### src/hdl/ca_pkg.sv
package ca_pkg;

  // Fixed field widths of the request and result items
  localparam int unsigned IdW      = 8;
  localparam int unsigned FieldW   = 32;
  localparam int unsigned MaskW    = 8;
  localparam int unsigned LrnIdxW  = 3;
  localparam int unsigned KindW    = 2;
  localparam int unsigned CfgIdxW  = 1;
  localparam int unsigned CfgDataW = 8;

  typedef enum logic {
    OP_PREPARE = 1'b0,
    OP_ACCEPT  = 1'b1
  } op_e;

  typedef enum logic [KindW-1:0] {
    MSG_PREPARE_RSP = 2'd0,
    MSG_ACCEPT_RSP  = 2'd1,
    MSG_LEARN       = 2'd2
  } msg_kind_e;

  typedef enum logic [CfgIdxW-1:0] {
    REG_NODE_ID      = 1'b0,
    REG_LEARNER_MASK = 1'b1
  } cfg_reg_e;

  // Classified request handed from the front end to the emitter
  typedef struct packed {
    logic              is_accept;
    logic [IdW-1:0]    proposer;
    logic [FieldW-1:0] number;
    logic [FieldW-1:0] rep_num;
    logic [FieldW-1:0] rep_val;
    logic              rejected;
    logic [MaskW-1:0]  mask;
  } job_t;

endpackage

### src/hdl/ca_ifs.sv
interface ca_req_if;
  logic                         valid;
  logic                         ready;
  logic                         operation;
  logic [ca_pkg::IdW-1:0]       proposer;
  logic [ca_pkg::FieldW-1:0]    prop_number;
  logic [ca_pkg::FieldW-1:0]    prop_value;

  modport source (output valid, operation, proposer, prop_number, prop_value,
                  input ready);
  modport sink   (input valid, operation, proposer, prop_number, prop_value,
                  output ready);
endinterface

interface ca_rsp_if;
  logic                         valid;
  logic                         ready;
  logic [ca_pkg::KindW-1:0]     message_kind;
  logic [ca_pkg::IdW-1:0]       sender_id;
  logic [ca_pkg::IdW-1:0]       target_proposer;
  logic [ca_pkg::LrnIdxW-1:0]   target_learner;
  logic [ca_pkg::FieldW-1:0]    echoed_number;
  logic [ca_pkg::FieldW-1:0]    reported_number;
  logic [ca_pkg::FieldW-1:0]    reported_value;
  logic                         rejected;
  logic                         last_of_run;

  modport source (output valid, message_kind, sender_id, target_proposer, target_learner,
                  echoed_number, reported_number, reported_value, rejected, last_of_run,
                  input ready);
  modport sink   (input valid, message_kind, sender_id, target_proposer, target_learner,
                  echoed_number, reported_number, reported_value, rejected, last_of_run,
                  output ready);
endinterface

interface ca_cfg_if;
  logic                          valid;
  logic                          ready;
  logic [ca_pkg::CfgIdxW-1:0]    index;
  logic [ca_pkg::CfgDataW-1:0]   data;

  modport source (output valid, index, data, input ready);
  modport sink   (input valid, index, data, output ready);
endinterface

### src/hdl/ca_front.sv
module ca_front #(
  parameter int unsigned NUM_LEARNERS = 8,
  parameter int unsigned NUMBER_WIDTH = 32
) (
  input  logic                      clk_i,
  input  logic                      rst_ni,
  ca_req_if.sink                    req_i,
  input  logic [ca_pkg::MaskW-1:0]  learner_mask_i,
  input  logic                      q_full_i,
  output logic                      push_o,
  output ca_pkg::job_t              job_o
);

  // Proposal numbers are kept modulo 2^NumW; the request field is 32 bits
  localparam int unsigned NumW = (NUMBER_WIDTH < ca_pkg::FieldW) ? NUMBER_WIDTH
                                                                 : ca_pkg::FieldW;
  localparam logic [ca_pkg::MaskW-1:0] LearnEn =
      (NUM_LEARNERS >= ca_pkg::MaskW) ? {ca_pkg::MaskW{1'b1}}
                                      : ca_pkg::MaskW'((1 << NUM_LEARNERS) - 1);

  logic [NumW-1:0]           promised_q, promised_d;
  logic [NumW-1:0]           acc_num_q, acc_num_d;
  logic [ca_pkg::FieldW-1:0] acc_val_q, acc_val_d;
  logic [NumW-1:0]           num;
  logic                      is_accept;
  logic                      grant;

  assign req_i.ready = !q_full_i;
  assign push_o      = req_i.valid && req_i.ready;

  assign num       = req_i.prop_number[NumW-1:0];
  assign is_accept = (ca_pkg::op_e'(req_i.operation) == ca_pkg::OP_ACCEPT);
  // Prepare needs a strictly higher number, accept at least the promise
  assign grant     = is_accept ? (num >= promised_q) : (num > promised_q);

  // Promise check, state update and classification
  always_comb begin
    promised_d = promised_q;
    acc_num_d  = acc_num_q;
    acc_val_d  = acc_val_q;

    job_o.is_accept = is_accept;
    job_o.proposer  = req_i.proposer;
    job_o.number    = ca_pkg::FieldW'(num);
    job_o.rejected  = !grant;
    job_o.rep_num   = '0;
    job_o.rep_val   = '0;
    job_o.mask      = '0;

    if (grant) begin
      promised_d = num;
      if (is_accept) begin
        acc_num_d     = num;
        acc_val_d     = req_i.prop_value;
        job_o.rep_num = ca_pkg::FieldW'(num);
        job_o.rep_val = req_i.prop_value;
        job_o.mask    = learner_mask_i & LearnEn;
      end else begin
        job_o.rep_num = ca_pkg::FieldW'(acc_num_q);
        job_o.rep_val = acc_val_q;
      end
    end
  end

  // Acceptor state
  always_ff @(posedge clk_i or negedge rst_ni) begin
    if (!rst_ni) begin
      promised_q <= '0;
      acc_num_q  <= '0;
      acc_val_q  <= '0;
    end else if (push_o) begin
      promised_q <= promised_d;
      acc_num_q  <= acc_num_d;
      acc_val_q  <= acc_val_d;
    end
  end

  // An accepted number never runs ahead of the promise
  assert property (@(posedge clk_i) disable iff (!rst_ni) acc_num_q <= promised_q)
    else $error("accepted number above promise");

  // The promise never goes down
  assert property (@(posedge clk_i) disable iff (!rst_ni)
                   push_o |=> promised_q >= $past(promised_q))
    else $error("promise decreased");

endmodule

### src/hdl/ca_queue.sv
module ca_queue #(
  parameter int unsigned Depth = 2
) (
  input  logic         clk_i,
  input  logic         rst_ni,
  input  logic         push_i,
  input  ca_pkg::job_t job_i,
  output logic         full_o,
  output logic         valid_o,
  output ca_pkg::job_t job_o,
  input  logic         pop_i
);

  localparam int unsigned PtrW = (Depth > 1) ? $clog2(Depth) : 1;
  localparam int unsigned CntW = $clog2(Depth + 1);

  ca_pkg::job_t    mem_q [Depth];
  logic [PtrW-1:0] wr_ptr_q, rd_ptr_q;
  logic [CntW-1:0] cnt_q;

  assign full_o  = (cnt_q == CntW'(Depth));
  assign valid_o = (cnt_q != '0);
  assign job_o   = mem_q[rd_ptr_q];

  function automatic logic [PtrW-1:0] next_ptr(input logic [PtrW-1:0] p);
    next_ptr = (p == PtrW'(Depth - 1)) ? '0 : p + 1'b1;
  endfunction

  // Pointers and fill count
  always_ff @(posedge clk_i or negedge rst_ni) begin
    if (!rst_ni) begin
      wr_ptr_q <= '0;
      rd_ptr_q <= '0;
      cnt_q    <= '0;
    end else begin
      if (push_i) wr_ptr_q <= next_ptr(wr_ptr_q);
      if (pop_i)  rd_ptr_q <= next_ptr(rd_ptr_q);
      if (push_i && !pop_i)      cnt_q <= cnt_q + 1'b1;
      else if (!push_i && pop_i) cnt_q <= cnt_q - 1'b1;
    end
  end

  // Storage
  always_ff @(posedge clk_i) begin
    if (push_i) mem_q[wr_ptr_q] <= job_i;
  end

  assert property (@(posedge clk_i) disable iff (!rst_ni) push_i |-> !full_o)
    else $error("push into full queue");

  assert property (@(posedge clk_i) disable iff (!rst_ni) pop_i |-> valid_o)
    else $error("pop from empty queue");

endmodule

### src/hdl/ca_back.sv
module ca_back (
  input  logic                      clk_i,
  input  logic                      rst_ni,
  input  logic                      head_valid_i,
  input  ca_pkg::job_t              head_i,
  output logic                      pop_o,
  input  logic [ca_pkg::IdW-1:0]    node_id_i,
  ca_rsp_if.source                  rsp_o
);

  logic                        out_valid_q, out_valid_d;
  logic                        busy_q;
  logic [ca_pkg::MaskW-1:0]    rem_q;
  logic [ca_pkg::MaskW-1:0]    cur_rem;
  logic [ca_pkg::MaskW-1:0]    low_bit;
  logic [ca_pkg::LrnIdxW-1:0]  low_idx;
  logic                        step;
  logic                        do_learn;

  ca_pkg::msg_kind_e           kind_q;
  logic [ca_pkg::IdW-1:0]      sender_q;
  logic [ca_pkg::IdW-1:0]      proposer_q;
  logic [ca_pkg::LrnIdxW-1:0]  learner_q;
  logic [ca_pkg::FieldW-1:0]   echoed_q;
  logic [ca_pkg::FieldW-1:0]   rep_num_q;
  logic [ca_pkg::FieldW-1:0]   rep_val_q;
  logic                        rejected_q;
  logic                        last_q;

  // Output slot frees when empty or when the current result transfers
  assign step     = head_valid_i && (!out_valid_q || rsp_o.ready);
  assign cur_rem  = busy_q ? rem_q : head_i.mask;
  assign do_learn = (cur_rem != '0);
  assign pop_o    = step && !do_learn;
  assign low_bit  = cur_rem & (~cur_rem + 1'b1);

  // Lowest pending learner
  always_comb begin
    low_idx = '0;
    for (int i = ca_pkg::MaskW - 1; i >= 0; i--) begin
      if (cur_rem[i]) low_idx = ca_pkg::LrnIdxW'(i);
    end
  end

  always_comb begin
    out_valid_d = out_valid_q;
    if (step)              out_valid_d = 1'b1;
    else if (rsp_o.ready)  out_valid_d = 1'b0;
  end

  // Control state
  always_ff @(posedge clk_i or negedge rst_ni) begin
    if (!rst_ni) begin
      out_valid_q <= 1'b0;
      busy_q      <= 1'b0;
      rem_q       <= '0;
    end else begin
      out_valid_q <= out_valid_d;
      if (step) begin
        busy_q <= do_learn;
        rem_q  <= cur_rem & ~low_bit;
      end
    end
  end

  // Result register: learn messages first, response last
  always_ff @(posedge clk_i) begin
    if (step) begin
      sender_q <= node_id_i;
      if (do_learn) begin
        kind_q     <= ca_pkg::MSG_LEARN;
        proposer_q <= '0;
        learner_q  <= low_idx;
        echoed_q   <= '0;
        rep_num_q  <= head_i.rep_num;
        rep_val_q  <= head_i.rep_val;
        rejected_q <= 1'b0;
        last_q     <= 1'b0;
      end else begin
        kind_q     <= head_i.is_accept ? ca_pkg::MSG_ACCEPT_RSP : ca_pkg::MSG_PREPARE_RSP;
        proposer_q <= head_i.proposer;
        learner_q  <= '0;
        echoed_q   <= head_i.number;
        rep_num_q  <= head_i.is_accept ? '0 : head_i.rep_num;
        rep_val_q  <= head_i.is_accept ? '0 : head_i.rep_val;
        rejected_q <= head_i.rejected;
        last_q     <= 1'b1;
      end
    end
  end

  assign rsp_o.valid           = out_valid_q;
  assign rsp_o.message_kind    = kind_q;
  assign rsp_o.sender_id       = sender_q;
  assign rsp_o.target_proposer = proposer_q;
  assign rsp_o.target_learner  = learner_q;
  assign rsp_o.echoed_number   = echoed_q;
  assign rsp_o.reported_number = rep_num_q;
  assign rsp_o.reported_value  = rep_val_q;
  assign rsp_o.rejected        = rejected_q;
  assign rsp_o.last_of_run     = last_q;

  // A learn message is never the end of a run and never a refusal
  assert property (@(posedge clk_i) disable iff (!rst_ni)
                   (out_valid_q && kind_q == ca_pkg::MSG_LEARN) |-> (!last_q && !rejected_q))
    else $error("malformed learn message");

  // A job stays at the queue head while its learn fan-out is in progress
  assert property (@(posedge clk_i) disable iff (!rst_ni) busy_q |-> head_valid_i)
    else $error("job lost during fan-out");

endmodule

### src/hdl/consensus_acceptor_top.sv
// A request is written into the job queue; the emitter then loads each of its results
// into the output register, one result per cycle while rsp_o.ready is not held low.
// A request yields one result, or 1 + enabled learners for a granted accept.
// Requests are taken every cycle while the 2-entry job queue has room.
// Reset: asynchronous, active low; promise, accepted pair and config clear to 0.
module consensus_acceptor_top #(
  parameter int unsigned NUM_LEARNERS = 8,
  parameter int unsigned NUMBER_WIDTH = 32
) (
  input  logic       clk_i,
  input  logic       rst_ni,
  ca_req_if.sink     req_i,
  ca_rsp_if.source   rsp_o,
  ca_cfg_if.sink     cfg_i
);

  logic [ca_pkg::IdW-1:0]   node_id_q;
  logic [ca_pkg::MaskW-1:0] learner_mask_q;
  logic                     push;
  logic                     q_full;
  logic                     head_valid;
  logic                     pop;
  ca_pkg::job_t             job_in;
  ca_pkg::job_t             job_head;

  // Configuration registers
  assign cfg_i.ready = 1'b1;

  always_ff @(posedge clk_i or negedge rst_ni) begin
    if (!rst_ni) begin
      node_id_q      <= '0;
      learner_mask_q <= '0;
    end else if (cfg_i.valid && cfg_i.ready) begin
      unique case (ca_pkg::cfg_reg_e'(cfg_i.index))
        ca_pkg::REG_NODE_ID:      node_id_q      <= cfg_i.data;
        ca_pkg::REG_LEARNER_MASK: learner_mask_q <= cfg_i.data;
        default: ;
      endcase
    end
  end

  ca_front #(
    .NUM_LEARNERS (NUM_LEARNERS),
    .NUMBER_WIDTH (NUMBER_WIDTH)
  ) u_front (
    .clk_i          (clk_i),
    .rst_ni         (rst_ni),
    .req_i          (req_i),
    .learner_mask_i (learner_mask_q),
    .q_full_i       (q_full),
    .push_o         (push),
    .job_o          (job_in)
  );

  ca_queue #(
    .Depth (2)
  ) u_queue (
    .clk_i   (clk_i),
    .rst_ni  (rst_ni),
    .push_i  (push),
    .job_i   (job_in),
    .full_o  (q_full),
    .valid_o (head_valid),
    .job_o   (job_head),
    .pop_i   (pop)
  );

  ca_back u_back (
    .clk_i         (clk_i),
    .rst_ni        (rst_ni),
    .head_valid_i  (head_valid),
    .head_i        (job_head),
    .pop_o         (pop),
    .node_id_i     (node_id_q),
    .rsp_o         (rsp_o)
  );

endmodule
### src/flat_wrapper.sv
// flat-port wrapper written by rule: the top's interface ports become plain ports
module consensus_acceptor_top_flat 
#(
  parameter int unsigned NUM_LEARNERS = 8,
  parameter int unsigned NUMBER_WIDTH = 32
)
  (clk_i, rst_ni, req_i_valid, req_i_operation, req_i_proposer, req_i_prop_number, req_i_prop_value, req_i_ready, rsp_o_valid, rsp_o_message_kind, rsp_o_sender_id, rsp_o_target_proposer, rsp_o_target_learner, rsp_o_echoed_number, rsp_o_reported_number, rsp_o_reported_value, rsp_o_rejected, rsp_o_last_of_run, rsp_o_ready, cfg_i_valid, cfg_i_index, cfg_i_data, cfg_i_ready);
  ca_req_if req_i_i ();
  ca_rsp_if rsp_o_i ();
  ca_cfg_if cfg_i_i ();
  input  logic clk_i;
  input  logic rst_ni;
  input wire logic [$bits(req_i_i.valid)-1:0] req_i_valid;
  input wire logic [$bits(req_i_i.operation)-1:0] req_i_operation;
  input wire logic [$bits(req_i_i.proposer)-1:0] req_i_proposer;
  input wire logic [$bits(req_i_i.prop_number)-1:0] req_i_prop_number;
  input wire logic [$bits(req_i_i.prop_value)-1:0] req_i_prop_value;
  output wire logic [$bits(req_i_i.ready)-1:0] req_i_ready;
  output wire logic [$bits(rsp_o_i.valid)-1:0] rsp_o_valid;
  output wire logic [$bits(rsp_o_i.message_kind)-1:0] rsp_o_message_kind;
  output wire logic [$bits(rsp_o_i.sender_id)-1:0] rsp_o_sender_id;
  output wire logic [$bits(rsp_o_i.target_proposer)-1:0] rsp_o_target_proposer;
  output wire logic [$bits(rsp_o_i.target_learner)-1:0] rsp_o_target_learner;
  output wire logic [$bits(rsp_o_i.echoed_number)-1:0] rsp_o_echoed_number;
  output wire logic [$bits(rsp_o_i.reported_number)-1:0] rsp_o_reported_number;
  output wire logic [$bits(rsp_o_i.reported_value)-1:0] rsp_o_reported_value;
  output wire logic [$bits(rsp_o_i.rejected)-1:0] rsp_o_rejected;
  output wire logic [$bits(rsp_o_i.last_of_run)-1:0] rsp_o_last_of_run;
  input wire logic [$bits(rsp_o_i.ready)-1:0] rsp_o_ready;
  input wire logic [$bits(cfg_i_i.valid)-1:0] cfg_i_valid;
  input wire logic [$bits(cfg_i_i.index)-1:0] cfg_i_index;
  input wire logic [$bits(cfg_i_i.data)-1:0] cfg_i_data;
  output wire logic [$bits(cfg_i_i.ready)-1:0] cfg_i_ready;
  assign req_i_i.valid = req_i_valid;
  assign req_i_i.operation = req_i_operation;
  assign req_i_i.proposer = req_i_proposer;
  assign req_i_i.prop_number = req_i_prop_number;
  assign req_i_i.prop_value = req_i_prop_value;
  assign req_i_ready = req_i_i.ready;
  assign rsp_o_valid = rsp_o_i.valid;
  assign rsp_o_message_kind = rsp_o_i.message_kind;
  assign rsp_o_sender_id = rsp_o_i.sender_id;
  assign rsp_o_target_proposer = rsp_o_i.target_proposer;
  assign rsp_o_target_learner = rsp_o_i.target_learner;
  assign rsp_o_echoed_number = rsp_o_i.echoed_number;
  assign rsp_o_reported_number = rsp_o_i.reported_number;
  assign rsp_o_reported_value = rsp_o_i.reported_value;
  assign rsp_o_rejected = rsp_o_i.rejected;
  assign rsp_o_last_of_run = rsp_o_i.last_of_run;
  assign rsp_o_i.ready = rsp_o_ready;
  assign cfg_i_i.valid = cfg_i_valid;
  assign cfg_i_i.index = cfg_i_index;
  assign cfg_i_i.data = cfg_i_data;
  assign cfg_i_ready = cfg_i_i.ready;
  consensus_acceptor_top #(.NUM_LEARNERS(NUM_LEARNERS), .NUMBER_WIDTH(NUMBER_WIDTH)) u_core (.clk_i(clk_i), .rst_ni(rst_ni), .req_i(req_i_i), .rsp_o(rsp_o_i), .cfg_i(cfg_i_i));
endmodule
### config.mk
export PLATFORM = sky130hd
export DESIGN_NAME = consensus_acceptor_top_flat
export DESIGN_NICKNAME = d
export VERILOG_FILES = /design/src/hdl/ca_pkg.sv /design/src/hdl/ca_ifs.sv /design/src/hdl/ca_front.sv /design/src/hdl/ca_queue.sv /design/src/hdl/ca_back.sv /design/src/hdl/consensus_acceptor_top.sv /design/src/flat_wrapper.sv
export SDC_FILE = /design/constraint.sdc
export NUM_CORES = 1
export LEC_CHECK = 0
export BUFFER_PORTS_ARGS = -buffer_cell sky130_fd_sc_hd__buf_2
export CAP_MARGIN = 25
export CORE_MARGIN = 3
export CORE_UTILIZATION = 46
export CTS_CLUSTER_DIAMETER = 120
export DETAILED_ROUTE_END_ITERATION = 10
export HOLD_SLACK_MARGIN = 0.03
export PLACE_DENSITY = 0.65
export SLEW_MARGIN = 30
export SYNTH_ARGS = -nofsm -noshare
export SYNTH_HDL_FRONTEND = slang
export SYNTH_SLANG_ARGS = --single-unit
### constraint.sdc
create_clock -name clk_i -period 19.2 [get_ports clk_i]
set_input_delay 2.88 -clock clk_i [delete_from_list [all_inputs] [get_ports clk_i]]
set_output_delay 2.88 -clock clk_i [all_outputs]
set_load 0.02 [all_outputs]
==> results of run 1 <==
[kinds of logic after synthesis]
kind of cell / count (synthesis)
and+or+nand+nor: 240
AOI/OAI and AO/OA: 51
buffers and inverters: 92
DFF: 472
adders and majority gates: 33
muxes: 293
xor gates and xnor gates: 5
other: 1
[registers in the layout, summed over array words and instances, names as in the netlist, 2 cells and up]
signal	flops
u_core.learner_mask_q	8
u_core.node_id_q	8
u_core.u_back.rem_q	7
u_core.u_back.rsp_o.echoed_number	32
u_core.u_back.rsp_o.message_kind	2
u_core.u_back.rsp_o.reported_number	32
u_core.u_back.rsp_o.reported_value	32
u_core.u_back.rsp_o.sender_id	8
u_core.u_back.rsp_o.target_learner	3
u_core.u_back.rsp_o.target_proposer	8
u_core.u_front.acc_num_q	32
u_core.u_front.acc_val_q	32
u_core.u_front.promised_q	32
u_core.u_queue.cnt_q	2
u_core.u_queue.mem_q	228
[per-layer routing]
metal  global-route usage (%)  vias to the layer above
li1                         -                     4800
met1                     23.8                     5057
met2                     29.7                      211
met3                     3.81                       57
met4                     4.86                        6
met5                        0                        -
[report_power, final]
| group | internal [mW] | switching, mW |
|---|---|---|
| Sequential | 1.64 | 0.147 |
| Combinational | 0.439 | 0.841 |
| Clock | 0.543 | 0.367 |
[how the worst max path moves through the flow]
stage | startpoint | to | cells after the start
final | req_i_prop_number[7] | u_core.u_front.acc_val_q[9]$_DFFE_PN0P_ | 9
after floorplan | req_i_valid | u_core.u_queue.mem_q[0][0]$_DFFE_PP_ | 2
after global placement | req_i_prop_number[7] | u_core.u_front.acc_val_q[1]$_DFFE_PN0P_ | 9
after global routing | req_i_prop_number[7] | u_core.u_front.acc_val_q[1]$_DFFE_PN0P_ | 9
after detailed placement | req_i_prop_number[7] | u_core.u_front.acc_val_q[31]$_DFFE_PN0P_ | 9
after CTS | req_i_prop_number[7] | u_core.u_front.acc_val_q[31]$_DFFE_PN0P_ | 9
[cells in the final DEF (no fill, tap or decap), drive strengths merged, types with 13 or more instances in the layout]
master    n
mux2    115
o21ai    13
inv      39
nand2    25
dfrtp   125
clkbuf   81
a21oi    19
buf     223
ha       33
edfxtp  347
nor2    179
mux2i   178
[layout make-up]
| cell class | instances | area, um2 | share of cell area, % |
|---|---|---|---|
| Multi-Input combinational cell | 623 | 4900 | 22.3 |
| Tap cell | 525 | 657 | 2.99 |
| Timing Repair Buffer | 223 | 1170 | 5.34 |
| Inverter | 39 | 151 | 0.689 |
| Clock buffer | 81 | 1430 | 6.50 |
| Clock inverter | 7 | 105 | 0.478 |
| Sequential cell | 472 | 13600 | 61.7 |
| Antenna cell | 2 | 5.00 | 0.0228 |
[through the flow]
step / cell area, um2 / power (mW) / cells
after detailed placement: 20400 / 3.12 / 1882
after global routing: 22000 / 4.22 / 1970
after floorplan: 18800 / 2.70 / 1187
after global placement: 20400 / 3.07 / 1882
final: 22000 / 3.98 / 1972
after CTS: 22000 / 4.04 / 1970
[synth_stat cells (all sizes together)]
cell type,instances
edfxtp,347
nor2,179
mux2i,178
dfrtp,125
mux2,115
inv,39
ha,33
clkbuf,27
buf,26
nand2,25
a21oi,19
o21ai,13
and3,9
nand4,8
nand3,4
nor2b,4
a21o,3
o31ai,3
xor2,3
and2,2
nand2b,2
nor3,2
nor4,2
o211ai,2
o21a,2
xnor2,2
a2111o,1
a2111oi,1
a211oi,1
a21boi,1
a22oi,1
a31oi,1
and4bb,1
conb,1
nand3b,1
o2111ai,1
o221ai,1
o311ai,1
or4,1
==> reports/results.tsv, run 1 <==
metric	value	unit
status	finished, final reports clean	
postcts setup bufs	0	
# hold bufs at CTS	0	
PortBufs	207	
Worst Setup End Kind	flop	
Total Negative Setup Slacks	0	ns
worst-margin pin slew	0.895	ns
hold depth	0	
Synth Area in Simple Gates	5.33	%
P_leak	9.07	nW
Peak VDD IR	0.115	mV
first-pass GRT wire length	60.6	mm
Min-Delay Endpoint	u_core.u_back.rsp_o.sender_id[7]$_DFFE_PP_	
critical-path cell list	buf_2 > ha_1 > a21oi_1 > o21a_1 > o221ai_1 > a2111o_1 > a21oi_4 > buf_4 > mux2_1	
CP max FO	53	
Detailed Route Iter0 Violations	513	
M1 WL	17.1	mm
fin worst setup slack	13.64	ns
min Tclk post-route	5.56	ns
WP buf/inv	2	
Clk pin slew, worst setup/hold paths	0.06	ns
CP max stage delay	0.74	ns
clock sinks	472	
share of the synthesized area in the top cell type	55.3	%
worst hold slack	0.443	ns
Post-Synth Adder-Cell Area	2.19	%
final number of hold-violating endpoints	0	
CTS Buf Count	49	
routed wl met3	2.08	mm
R2R setup slack	14.72	ns
Total GRT Usage	17.8	%
DRC	0	
clk_skew	0.0130	ns
Post-Synthesis Cell Area	18800	um2
period utilization	29.0	%
DRT Pass-1 Iters	5	
Setup WS pre-CTS	13.04	ns
critical path class	input port to flop	
Fillers	3248	
ranking of synthesized cells by area	edfxtp_1 (55%), dfrtp_1 (17%), mux2i_1 (9.4%)	
nets	1528	
buffer depth of the longest clock path	3	
DIE AREA	43400	um2
final core utilization	54.8	%
DR vias/cell	5.14	
Skew-Pair Late Insertion Delay	0.56	ns
combinational family with the most area after synthesis	multiplexers	
r2r endpoint	u_core.u_back.rsp_o.reported_value[21]$_DFFE_PP_	
RSZ-0062 raised after global routing	false	
Mapped Cells	1187	
top sig layer	met5	
Layout area overhead	16.6	%
met2 WL post-DR	18.6	mm
Overflow after GRT	0	
area leader, netlist	edfxtp_1	
I/O pins	209	
critical path data arrival time	6.00	ns
Mean Syn Cell Area	15.9	um2
fraction of the mapped netlist area in compound gates	1.74	%
Crit path required time	19.64	ns
worst hold-check path type	flop to flop	
post-DP HPWL	23.6	mm
post-synthesis sequential area ratio	71.9	%
final setup fails	0	
P per Cell Area	181	nW/um2
Mapped Nets	1307	
Max-Slew Margin vs Limit	40.3	%
DRT Wirelength	38.5	mm
Pins Over Slew Limit	0	
DIE HEIGHT	208	um
FMAX	180	MHz
Synth Area in XOR/XNOR	0.232	%
Final ANT Viol Nets	0	
total number of vias	10100	
worst r2r path cells	7	
#FFs+latches synth	472	
Crit path max-delay family	compound AO/OA/AOI/OAI gates	
Setup crit start kind	input port	
Reg2Reg Launch Point	u_core.u_queue.rd_ptr_q$_DFFE_PN0P_	
# H-tree levels	2	
root buf cell	clkbuf_16	
Std-Cell Core Area	40100	um2
layout cells sized above 1	24.0	%
FP Rows	73	
initial antenna violation count	5	
DR WL/cell	19.5	um
number of library cell types mapped by synthesis	45	
Max-cap violations	0	
worst hold path startpoint	u_core.node_id_q[7]$_DFFE_PN0P_	
pin count of the biggest net entering global routing	74	
fraction of synthesized area in multiplexers	16.4	%
cts repair resizes	0	
die width	208	um
Max stage delay cell, worst path	buf_4	
synth warn	0	
Starting Density	47.0	%
gp weighted congestion	0.774	
CTS tree	done	
vias in the first global route	10600	
Power figures use the tool's default switching activity.
==> run 2: changes to the inputs <==
--- a/config.mk
+++ b/config.mk
@@ -12,7 +12,7 @@
 export CTS_CLUSTER_DIAMETER = 120
 export DETAILED_ROUTE_END_ITERATION = 10
 export HOLD_SLACK_MARGIN = 0.03
-export PLACE_DENSITY = 0.65
+export PLACE_DENSITY = 0.68
 export SLEW_MARGIN = 30
 export SYNTH_ARGS = -nofsm -noshare
 export SYNTH_HDL_FRONTEND = slang
==> constraint.sdc (replaced) <==
create_clock -name clk_i -period 4.6 [get_ports clk_i]
set_input_delay 0.69 -clock clk_i [delete_from_list [all_inputs] [get_ports clk_i]]
set_output_delay 0.69 -clock clk_i [all_outputs]
set_load 0.02 [all_outputs]
==> reports/results.tsv, run 2 (synthesized netlist as in run 1, its figures left out) <==
metric	value	unit	change
commonest non-fill, non-tap cell in the layout	edfxtp_1		unchanged
final setup fails	0		unchanged
vias in the first global route	10400		was 10,600
status	finished, final reports clean		unchanged
Std-Cell Core Area	40100	um2	unchanged
clock sinks	472		unchanged
Clk pin slew, worst setup/hold paths	0.06	ns	about the same
Overflow after GRT	0		unchanged
first-pass GRT wire length	59.3	mm	was 60.6 mm
CTS tree	done		unchanged
max reg flops	228		unchanged
critical-path cell list	mux2_2 > mux2i_2 > and4bb_2 > nand3_4 > buf_4 > nor2_1 > inv_1 > ha_1 > nor2_1 > xor2_1		was buf_2 > ha_1 > a21oi_1 > o21a_1 > o221ai_1 > a2111o_1 > a21oi_4 > buf_4 > mux2_1
FMAX	300	MHz	
CTS Buf Count	49		unchanged
Tot Pwr	16.7	mW	was 3.98 mW
P_leak	9.12	nW	was 9.07 nW
Max-Slew Margin vs Limit	36.2	%	was 40.3%
area of the multi-input gates	4900	um2	unchanged
P per Cell Area	757	nW/um2	was 181 nW/um2
postcts setup bufs	0		unchanged
Setup crit start kind	flop		was input port
# hold bufs at CTS	0		unchanged
Crit path required time	5.09	ns	was 19.64 ns
Max stage delay cell, worst path	dfrtp_4		was buf_4
nets	1530		was 1,528
Worst Setup End Kind	flop		unchanged
die width	208	um	unchanged
initial antenna violation count	2		was 5
PortBufs	207		unchanged
pin count of the biggest net entering global routing	97		was 74
min Tclk post-route	3.33	ns	
gp weighted congestion	0.776		was 0.774
WP buf/inv	2		unchanged
cell mode on critical path	nor2_1		
Final ANT Viol Nets	0		unchanged
buffer depth of the longest clock path	3		unchanged
Layout area overhead	17.1	%	was 16.6%
Total GRT Usage	17.4	%	was 17.8%
final core utilization	55.0	%	was 54.8%
DIE AREA	43400	um2	unchanged
DRC	0		unchanged
Detailed Route Iter0 Violations	552		was 513
clk_skew	0.0211	ns	was 0.0130 ns
RSZ-0062 raised after global routing	false		unchanged
register area	13600	um2	unchanged
total number of vias	10200		was 10,100
commonest cells after routing, fill and taps aside	edfxtp_1 (347), buf_2 (205), mux2i_1 (177), nor2_1 (177), dfrtp_1 (124)		unchanged
final number of hold-violating endpoints	0		unchanged
period utilization	72.5	%	
Fillers	3170		was 3,248
Peak VDD IR	0.393	mV	was 0.115 mV
# H-tree levels	2		unchanged
FP Rows	73		unchanged
Skew-Pair Late Insertion Delay	0.57	ns	was 0.56 ns
Total Negative Setup Slacks	0	ns	unchanged
r2r endpoint	u_core.u_queue.cnt_q[1]$_DFFE_PN0P_		was u_core.u_back.rsp_o.reported_value[21]$_DFFE_PP_
I/O pins	209		unchanged
Reg2Reg Launch Point	u_core.u_queue.rd_ptr_q$_DFFE_PN0P_		unchanged
worst hold-check path type	input port to async pin		was flop to flop
critical path class	flop to flop		was input port to flop
DR vias/cell	5.16		was 5.14
worst r2r path cells	10		was 7
Inst Count DP	1884		was 1,882
Biggest register	u_core.u_queue.mem_q		unchanged
Starting Density	47.0	%	unchanged
Pins Over Slew Limit	0		unchanged
R2R setup slack	1.27	ns	was 14.72 ns
DR WL/cell	19.1	um	was 19.5 um
DRT Wirelength	37.6	mm	was 38.5 mm
cts repair resizes	0		unchanged
post-DP HPWL	22.7	mm	was 23.6 mm
DRT Pass-1 Iters	4		was 5
critical path data arrival time	3.83	ns	was 6.00 ns
worst-margin pin slew	0.957	ns	was 0.895 ns
CP max FO	44		was 53
Max-cap violations	0		unchanged
root buf cell	clkbuf_16		unchanged
Crit path max-delay family	simple AND/OR/NAND/NOR gates		was compound AO/OA/AOI/OAI gates
CP max stage delay	0.73	ns	was 0.74 ns
post-route insts no fill	1973		was 1,972
DIE HEIGHT	208	um	unchanged
layout cells sized above 1	24.5	%	was 24.0%
[run 2: cell count changes in the layout (fill, tap and decap cells not counted), sizes merged]
cell / delta
clkbuf: -12
clkinv: +10
bufinv: +3
buf: +1
diode: -1
[run 2: through the flow]
step                      cell area [um2]  hold slack [ns]  worst slack, ns
final                               22100            0.198             1.27
after global routing                22100            0.261             1.09
after CTS                           22100            0.264             1.20
after detailed placement            20500            0.436            0.993
after global placement              20500            0.425             1.06
after floorplan                     18800            0.394            0.266
[run 2: per-layer routing]
layer  vias up  wire (um)  global-route usage [%]
met3        69       1740                    3.17
li1       4796          -                       -
met2       229      18000                    28.2
met4         2        991                    5.79
met1      5094      16900                    23.8
met5         -         10                       0
[run 2: worst max path at each step]
stage	start	endpoint	slack, ns	cells after the start
after floorplan	u_core.u_queue.cnt_q[0]$_DFFE_PN0P_	u_core.u_queue.mem_q[0][0]$_DFFE_PP_	0.27	4
after global placement	req_i_prop_number[7]	u_core.u_front.promised_q[27]$_DFFE_PN0P_	1.06	9
after detailed placement	req_i_prop_number[7]	u_core.u_front.promised_q[16]$_DFFE_PN0P_	0.99	9
after CTS	u_core.u_queue.rd_ptr_q$_DFFE_PN0P_	u_core.u_back.rsp_o.reported_number[5]$_DFFE_PP_	1.20	7
after global routing	u_core.u_queue.rd_ptr_q$_DFFE_PN0P_	u_core.u_queue.cnt_q[1]$_DFFE_PN0P_	1.09	11
final	u_core.u_queue.rd_ptr_q$_DFFE_PN0P_	u_core.u_queue.cnt_q[1]$_DFFE_PN0P_	1.27	10
[run 2: cell type report]
class	instances	area share [%]
Sequential cell	472	61.4
Multi-Input combinational cell	623	22.2
Clock buffer	68	6.02
Timing Repair Buffer	225	5.58
Tap cell	525	2.98
Clock inverter	20	1.09
Inverter	39	0.686
Antenna cell	1	0.0113
[run 2: power by group]
part,internal [mW],switching (mW)
Combinational,1.89,3.49
Clock,2.34,1.54
Sequential,6.83,0.612
